[config.mk]
export PLATFORM = sky130hd
export DESIGN_NAME = csc_digit
export DESIGN_NICKNAME = d
export VERILOG_FILES = /design/src/rtl/core/csc_pkg.sv /design/src/rtl/core/csc_digit.sv
export SDC_FILE = /design/constraint.sdc
export NUM_CORES = 1
export LEC_CHECK = 0
export BUFFER_PORTS_ARGS = -buffer_cell sky130_fd_sc_hd__clkbuf_2
export CAP_MARGIN = 20
export CORE_AREA = 2 2 250 252
export DETAILED_ROUTE_END_ITERATION = 12
export DIE_AREA = 0 0 252 254
export PLACE_DENSITY_LB_ADDON = 0.12
export SLEW_MARGIN = 25
export SYNTH_ARGS = -nofsm -noshare
export SYNTH_HDL_FRONTEND = slang
export SYNTH_SLANG_ARGS = --single-unit
[constraint.sdc]
create_clock -name clk -period 8.94 [get_ports clk]
set_input_delay 1.341 -clock clk [delete_from_list [all_inputs] [get_ports clk]]
set_output_delay 1.341 -clock clk [all_outputs]
set_load 0.05 [all_outputs]
[src/rtl/core/csc_pkg.sv]
package csc_pkg;

  localparam int MOMENTUM_BITS_DEF        = 20;
  localparam int COSINE_FRACTION_BITS_DEF = 14;

  typedef struct packed {
    logic vld;
    logic ok;
    logic neg;
  } csc_ctl_t;

endpackage

[src/rtl/core/csc_digit.sv]
module csc_digit
  import csc_pkg::*;
#(
  parameter int F  = COSINE_FRACTION_BITS_DEF,
  parameter int K  = 0,
  parameter int AW = 80,
  parameter int RW = 111
) (
  input  logic          clk,
  input  logic          rst_n,
  input  csc_ctl_t      ctl_in,
  input  logic          sat_in,
  input  logic [F:0]    q_in,
  input  logic [RW-1:0] rem_in,
  input  logic [RW-1:0] t_in,
  input  logic [AW-1:0] ab_in,
  output csc_ctl_t      ctl_out,
  output logic          sat_out,
  output logic [F:0]    q_out,
  output logic [RW-1:0] rem_out,
  output logic [RW-1:0] t_out,
  output logic [AW-1:0] ab_out
);

  logic [RW-1:0] ab_x, cand;
  logic          pass;
  csc_ctl_t      ctl_r;
  logic          sat_r;
  logic [F:0]    q_r;
  logic [RW-1:0] rem_r, t_r;
  logic [AW-1:0] ab_r;

  // try setting bit K: (q + 2^K)^2 * ab <= rhs
  assign ab_x = {{(RW-AW){1'b0}}, ab_in};
  assign cand = (t_in << (K + 1)) + (ab_x << (2*K));
  assign pass = !sat_in && (cand <= rem_in);

  always_ff @(posedge clk) begin
    if (!rst_n) begin
      ctl_r.vld <= 1'b0;
    end else begin
      ctl_r.vld <= ctl_in.vld;
    end
    ctl_r.ok  <= ctl_in.ok;
    ctl_r.neg <= ctl_in.neg;
    ab_r      <= ab_in;
    if (pass) begin
      sat_r <= sat_in || (K == F);
      q_r   <= q_in | ((F+1)'(1) << K);
      rem_r <= rem_in - cand;
      t_r   <= t_in + (ab_x << K);
    end else begin
      sat_r <= sat_in;
      q_r   <= q_in;
      rem_r <= rem_in;
      t_r   <= t_in;
    end
  end

  assign ctl_out = ctl_r;
  assign sat_out = sat_r;
  assign q_out   = q_r;
  assign rem_out = rem_r;
  assign t_out   = t_r;
  assign ab_out  = ab_r;

endmodule

Word-level counts from Yosys, hierarchy flattened
Cells that the tools add are included.
- bits in registers: 321
- bits of input ports: 323
- output and inout port bits: 321
- word-level logic and storage cells: 17
- add/subtract/negate cells: 3
- magnitude comparators: 1
- mux-type cells: 2
- reduce and logical (&&, ||, !) cells: 2
- operators by type and width (cell ; number):
    $add A111 B80 Y111 ; 2
    $mux W111 ; 2
    $le A111 B111 Y1 ; 1
    $sub A111 B111 Y111 ; 1
    $logic_and A1 B1 Y1 ; 1
    $logic_not A1 Y1 ; 1

Longest topological paths before layout
Gate-level depths: netlist (run 1).
- depth in word-level cells: 4
- depth in mapped cells: 29

Worst setup path after synthesis (run 1)
No wires, ideal clock.
- kind: input -> register
- start point: input port t_in[0]
- end point: register t_r[83], in the netlist t_out[83]
- library setup time: 0.128 ns
- data arrival time: 6.723 ns
- setup slack: 2.089 ns
- stages: 27
- path buffers: 3
- cells stage by stage: ha_1 inv_1 fa_1 nor2b_1 o211ai_1 a211o_1 a31oi_1 a31oi_1 o31ai_1 a21oi_1 o41a_1 o21ai_0 xnor2_1 ha_1 clkbuf_1 and4_1 a21oi_1 o21ai_0 a21o_1 or3b_1 clkbuf_1 a21bo_2 a41o_1 o31ai_2 buf_2 nor2_1 xor2_1
- word-level cells in the longest chain between the ends: 4
- elaborated cells between the ends (all ways): 5
- classes of those cells: add/sub (2); order compare (1); mux (1); reduce/logical (1)
- ends and longest elaborated chain (element ; RTL line ; RTL):
    from (decl) ; csc_digit.sv:15 ; input logic [RW-1:0] t_in,
    $add A111 B80 Y111 ; csc_digit.sv:35 ; assign cand = (t_in << (K + 1)) + (ab_x << (2*K));
    $le A111 B111 Y1 ; csc_digit.sv:36 ; assign pass = !sat_in && (cand <= rem_in);
    $logic_and A1 B1 Y1 ; csc_digit.sv:36 ;
    $mux W111 (*) ; csc_digit.sv:47 ; if (pass) begin
    to (signal assigned) ; csc_digit.sv:51 ; t_r <= t_in + (ab_x << K);
    to (signal assigned) ; csc_digit.sv:56 ; t_r <= t_in;
    to (decl) ; csc_digit.sv:30 ; logic [RW-1:0] rem_r, t_r;
Every way passes the cells marked *; elsewhere a longest branch is shown, timed or not.
A chain may end at the register's enable or synchronous reset.

Worst setup path in the final report (run 1)
- start point: input port ab_in[1]
- end point: register t_r[24], in the netlist t_out[24]
- word-level cells in the longest chain between the ends: 4
- elaborated cells between the ends (all ways): 5
- classes of those cells: add/sub (2); order compare (1); mux (1); reduce/logical (1)
- ends and longest elaborated chain (element ; RTL line ; RTL):
    from (decl) ; csc_digit.sv:16 ; input logic [AW-1:0] ab_in,
    $add A111 B80 Y111 ; csc_digit.sv:35 ;
    $le A111 B111 Y1 ; csc_digit.sv:36 ;
    $logic_and A1 B1 Y1 ; csc_digit.sv:36 ;
    $mux W111 (*) ; csc_digit.sv:47 ;
Marked as above.

==> out/results.ini, run 1 <==
[logic_synthesis]
syn_inst=3491
synth_fa_ha_area_share_pct=13.08
yosys.cell_types.count=83
yosysWarnings=0
synth.cell_area_mm2=0.02628
synth_xor_area_share_pct=10.53
async_reset_ff_share_pct=0
synth.avg_cell_area_um2=7.528
synth_edf_count=0
synth_nets=4087
synth_compound_area_share_pct=27.65
synthFlopType=dfxtp_1
synth_simple_gate_area_share_pct=19.74
seq_area_frac_synth_pct=24.45
synth_seq_cells=321
synth_top_family_by_area=compound AO/OA/AOI/OAI gates
yosys.area.top_type=dfxtp_1
synth_mux_area_share_pct=0.2571
synth_top_area_share_pct=24.45
synthTopCellsByArea=dfxtp_1 24%, ha_1 13%, a21oi_1 7.2%, o21ai_0 6.8%, nand2_1 6.4%

[layout]
fillers=6227
multiInputGateArea_mm2=0.01874
final_nets=4613
drive_gt1_share_pct=19.30
area_growth_pct=19.01
seq_area_mm2=0.006426

[worst_hold_path]
hold_path_class=primary input to register

[critical_path]
endpoint_kind=register
required_ns=9.36
critPathMostFrequentCell=o21ai_0
crit_fanout=223
cp_slowest_cell=buf_4
cp-start-kind=primary input
critPathKind=primary input to register
critPathArrivalTime_ns=8.69
max_stage_delay_ns=0.65

[die]
boundaryPins=644
die_x_um=252
dieArea_mm2=0.06401
design.core.area_mm2=0.06126
die_h_um=254
rows=91
start_util_pct=42.90

[clock_network]
cts-resized-gates=0
cts_setup_buffers=0
cts.sinks=321
cts_hold_buf=0
ctsRootBufferMaster=clkbuf_16
h-tree-depth=2
cts_buffers=39
clk_path_buf_depth=3
clk_pin_slew_ns=0.06
tritoncts=yes

[route]
wire_per_inst_um=20.97
first_iter_violations=1922
drtAntennaViolNets=0
first_pass_iters=5
viasPerCell=5.686
drc=0
wl_mm=101.5
vias=27530

[timing]
relSlewSlack_pct=30.24
finalCritPeriodShare_pct=92.47
setup_tns_ns=0
clock.fmax_mhz=121.0
setup_viol=0
whs_ns=0.8768
worstMarginPinSlew_ns=1.035
drv_slew=0
finalCriticalPeriod_ns=8.266
rsz0062_at_grt=no
hold_violations=0

[place]
dp_hpwl_mm=85.27
placement.io_buffers=643
gp_congestion=0.9506

[pwr]
p_leak_nw=14.45
power_density_mw_per_mm2=206.9
irDropWorstVdd_v=0.0001398

[global_routing]
track_usage_pct=30.19
grt_pass1_wl_mm=150.5
grt_pass1_vias=25650
grt_remaining_overflow=0
antenna_found_initial=8
grt_max_degree=224

[outcome]
status=finished clean

[job]
cap_violations=0

==> path summary, 6_finish.rpt <==
kind | slack [ns] | start | end | cells after the start
max | 0.67 | ab_in[1] | t_out[24] | 25
min | 0.88 | q_in[11] | q_out[11] | 1
==> routing by layer <==
layer	global-route usage [%]	vias to the layer above	part of all wire, %
met5	0	-	0.044
met4	9.146	8	2.9
met3	5.336	154	6.7
met2	49.80	927	46
met1	40.09	12750	45
li1	-	13690	-
==> synth_stat cells, types with 12 or more instances <==
cell type,instances
o211ai_1,18
a21oi_1,377
nand2_1,446
o21bai_1,80
a21o_1,128
nor2b_1,29
nor4_1,17
nand4_1,136
a211oi_1,14
and2_1,21
nor2_1,220
nand2b_1,26
a221oi_1,17
dfxtp_1,321
a21boi_0,12
buf_2,24
xor2_1,128
ha_1,270
o21ai_0,357
a31oi_1,27
xnor2_1,188
and3_1,20
nor3_1,62
nand3_1,59
or2_2,16
o21ai_1,16
inv_1,96
buf_4,13
or3_1,12
o21a_1,34
o31ai_1,20
clkbuf_1,141
==> cell type report <==
cell class                      instances  area share [%]
Antenna cell                            4         0.03201
Sequential cell                       321           20.55
Timing Repair Buffer                  665           10.89
Multi-Input combinational cell       2894           59.92
Inverter                               96           1.152
Clock inverter                         18          0.6521
Clock buffer                           53           3.649
Tap cell                              790           3.161
==> registers in the layout (all words and copies together), names as in the netlist <==
name	cells
t_out	111
ab_out	80
rem_out	111
q_out	15
sat_out	1
ctl_out	3
==> per-stage QoR <==
| step | total power, mW | setup WS, ns | cell area (um^2) | utilization (%) | instances |
|---|---|---|---|---|---|
| floorplan | 3.924 | 2.089 | 26280 | - | 3491 |
| global placement | 4.807 | 0.4055 | 29910 | 48.82 | 4765 |
| detailed placement | 4.798 | 0.2018 | 29920 | 48.84 | 4766 |
| CTS | 6.492 | 0.8038 | 31270 | 51.04 | 4837 |
| global route | 6.827 | 0.1676 | 31270 | 51.05 | 4839 |
| finish | 6.472 | 0.6735 | 31280 | 51.06 | 4841 |
==> logic make-up after synthesis <==
group / count (synthesis)
compound gates: 1192
fa+ha+maj: 273
flops: 321
simple gates: 1107
mux: 6
buf+inv: 276
xor+xnor: 316
==> worst max-delay path: cells and delay by family <==
family                     cells  cell delay, ns
buffers and inverters          4            1.41
adders and majority gates      3            0.97
AOI/OAI and AO/OA             14            3.73
and+or+nand+nor                3            0.91
xor gates and xnor gates       1            0.09
==> where the power goes <==
part | internal (mW) | switching [mW]
logic | 0.996 | 2.15
clock network | 0.989 | 0.675
registers | 1.60 | 0.0640
total | 3.58 | 2.89
==> cell usage in the layout (no fill, tap or decap), types with 18 or more instances in the layout <==
cell / instances
a21o_1: 128
a21oi_1: 377
a31oi_1: 27
and2_1: 21
and3_1: 20
buf_4: 19
clkbuf_16: 41
clkbuf_2: 643
dfxtp_1: 321
ha_1: 270
inv_1: 96
nand2_1: 446
nand2b_1: 26
nand3_1: 59
nand4_1: 136
nor2_1: 220
nor2b_1: 29
nor3_1: 62
o211ai_1: 18
o21a_1: 34
o21ai_0: 357
o21bai_1: 80
o31ai_1: 20
xnor2_1: 188
xor2_1: 128
(Power assumes the default switching activity.)
==> run 2, diff against run 1 <==
--- a/config.mk
+++ b/config.mk
@@ -8,6 +8,7 @@
 export BUFFER_PORTS_ARGS = -buffer_cell sky130_fd_sc_hd__clkbuf_2
 export CAP_MARGIN = 20
 export CORE_AREA = 2 2 250 252
+export CTS_CLUSTER_DIAMETER = 50
 export DETAILED_ROUTE_END_ITERATION = 12
 export DIE_AREA = 0 0 252 254
 export PLACE_DENSITY_LB_ADDON = 0.12
==> constraint.sdc (replaced) <==
create_clock -name clk -period 8.94 [get_ports clk]
set_input_delay 1.341 -clock clk [delete_from_list [all_inputs] [get_ports clk]]
set_output_delay 1.341 -clock clk [all_outputs]
set_load 0.005 [all_outputs]
==> run 2 against run 1 <==
  * Worst hold slack worse by 0.062 ns
  * Flip-flop and latch count unchanged
  * First-iteration DRC count down 3.0%
  * Cell count up 0.56%
  * Die area unchanged
  * Maximum frequency up 0.30%
  * Largest cell class unchanged
==> out/results.ini, run 2 (synthesis gave the netlist of run 1 again) <==
[timing]
finalCriticalPeriod_ns=8.242  ; was 8.266 ns
worstMarginPinSlew_ns=1.021  ; was 1.035 ns
relSlewSlack_pct=31.20  ; was 30.24%
setup_tns_ns=0  ; unchanged
drv_slew=0  ; unchanged
setup_viol=0  ; unchanged
rsz0062_at_grt=no  ; unchanged
finalCritPeriodShare_pct=92.19  ; was 92.47%
clock.fmax_mhz=121.3  ; was 121.0 MHz
whs_ns=0.8145  ; was 0.8768 ns
hold_violations=0  ; unchanged

[layout]
area_growth_pct=20.59  ; was 19.01%
multiInputGateArea_mm2=0.01874  ; unchanged
seq_area_mm2=0.006426  ; unchanged
layout_common_cells=643 x clkbuf_2, 446 x nand2_1, 377 x a21oi_1, 357 x o21ai_0, 321 x dfxtp_1  ; unchanged
final_nets=4626  ; was 4,613
final_common_cell=clkbuf_2  ; unchanged
finalInstanceArea_mm2=0.03169  ; was 0.03128 mm^2
fin_cells=4868  ; was 4,841
drive_gt1_share_pct=19.83  ; was 19.30%
fillers=6198  ; was 6,227

[place]
gp_congestion=0.9506  ; unchanged
dp_hpwl_mm=85.27  ; unchanged
placement.io_buffers=643  ; unchanged
dpl-instance-area_mm2=0.02992  ; unchanged
dp_cells=4766  ; unchanged

[global_routing]
grt_max_degree=224  ; unchanged
grt_pass1_wl_mm=151.0  ; was 150.5 mm
track_usage_pct=30.32  ; was 30.19%
grt_remaining_overflow=0  ; unchanged
grt_pass1_vias=25780  ; was 25,650
antenna_found_initial=8  ; unchanged

[critical_path]
critPathKind=primary input to register  ; unchanged
crit_fanout=223  ; unchanged
cp-start-kind=primary input  ; unchanged
endpoint_kind=register  ; unchanged
required_ns=9.39  ; was 9.36 ns
critPathArrivalTime_ns=8.69  ; about the same

[route]
first_pass_iters=5  ; unchanged
drc=0  ; unchanged
wire_per_inst_um=20.95  ; was 20.97 um
viasPerCell=5.677  ; was 5.686
drtAntennaViolNets=0  ; unchanged
wl_mm=102.0  ; was 101.5 mm
first_iter_violations=1865  ; was 1,922
vias=27640  ; was 27,530

[die]
boundaryPins=644  ; unchanged
rows=91  ; unchanged
design.core.area_mm2=0.06126  ; unchanged
die_h_um=254  ; unchanged
dieArea_mm2=0.06401  ; unchanged
start_util_pct=42.90  ; unchanged
die_x_um=252  ; unchanged

[job]
cap_violations=0  ; unchanged

[clock_network]
cts.sinks=321  ; unchanged
cts_buffers=52  ; was 39
cts_setup_buffers=0  ; unchanged
clk_path_buf_depth=3  ; unchanged
ctsRootBufferMaster=clkbuf_16  ; unchanged
clk_pin_slew_ns=0.06  ; about the same
tritoncts=yes  ; unchanged
h-tree-depth=2  ; unchanged
cts_hold_buf=0  ; unchanged
cts-resized-gates=0  ; unchanged

[worst_hold_path]
hold_path_class=primary input to register  ; unchanged
whs_path_depth=1  ; unchanged

[outcome]
status=finished clean  ; unchanged

[pwr]
irDropWorstVdd_v=0.0001547  ; was 0.0001398 V
p_leak_nw=14.67  ; was 14.45 nW
power_density_mw_per_mm2=198.7  ; was 206.9 mW/mm^2

## run 2: path summary, 6_finish.rpt
check                 from   endpoint  slack (ns)
setup / recovery  ab_in[1]  t_out[24]        0.70
hold / removal     q_in[5]   q_out[5]        0.81
## run 2: stage by stage
step           power [mW]  util, %  setup WS [ns]
6_report            6.296    51.73         0.6982
3_5_place_dp        4.245    48.84         0.2018
5_1_grt             6.653    51.72         0.2064
3_3_place_gp        4.254    48.82         0.4055
2_1_floorplan       3.369        -          2.089
4_1_cts             6.308    51.72         0.8365
## run 2: layer usage
metal,vias to the layer above,track usage [%],part of all wire (%)
met5,-,0,0.045
met4,8,9.755,3.1
li1,13730,-,-
met2,989,49.78,46
met1,12740,40.23,44
met3,167,5.347,7.0
## run 2: critical path, stage by stage
cell and delay (ns):
clkbuf_2 0.12, ha_1 0.20, inv_1 0.07, fa_1 0.39
nor2b_1 0.18, o211ai_1 0.18, a211o_1 0.36, a31oi_1 0.37
a31oi_1 0.27, o31ai_1 0.52, a21oi_1 0.25, o41a_1 0.40
o21ai_0 0.20, xnor2_1 0.09, ha_1 0.38, and4_1 0.26
a21oi_1 0.16, o21ai_0 0.10, a21o_1 0.19, or3b_1 0.47
a21bo_2 0.30, a41oi_4 0.23, buf_12 0.58, buf_4 0.64
o21ai_0 0.22
## run 2: where the power goes
part	leakage, nW	switching, mW	internal [mW]	total, mW
clock	0.865	0.845	1.19	2.04
combinational	11.1	1.60	0.995	2.60
sequential	2.71	0.0645	1.60	1.66
total	14.7	2.51	3.78	6.30
## run 2: cell type report
| type | count | area share, % |
|---|---|---|
| well taps | 790 | 3.119 |
| flip-flops and latches | 321 | 20.28 |
| diodes | 4 | 0.03159 |
| inverters | 96 | 1.137 |
| clock inverters | 38 | 1.256 |
| multi-input cells | 2894 | 59.13 |
| repair buffers | 665 | 10.75 |
| clock buffers | 60 | 4.296 |
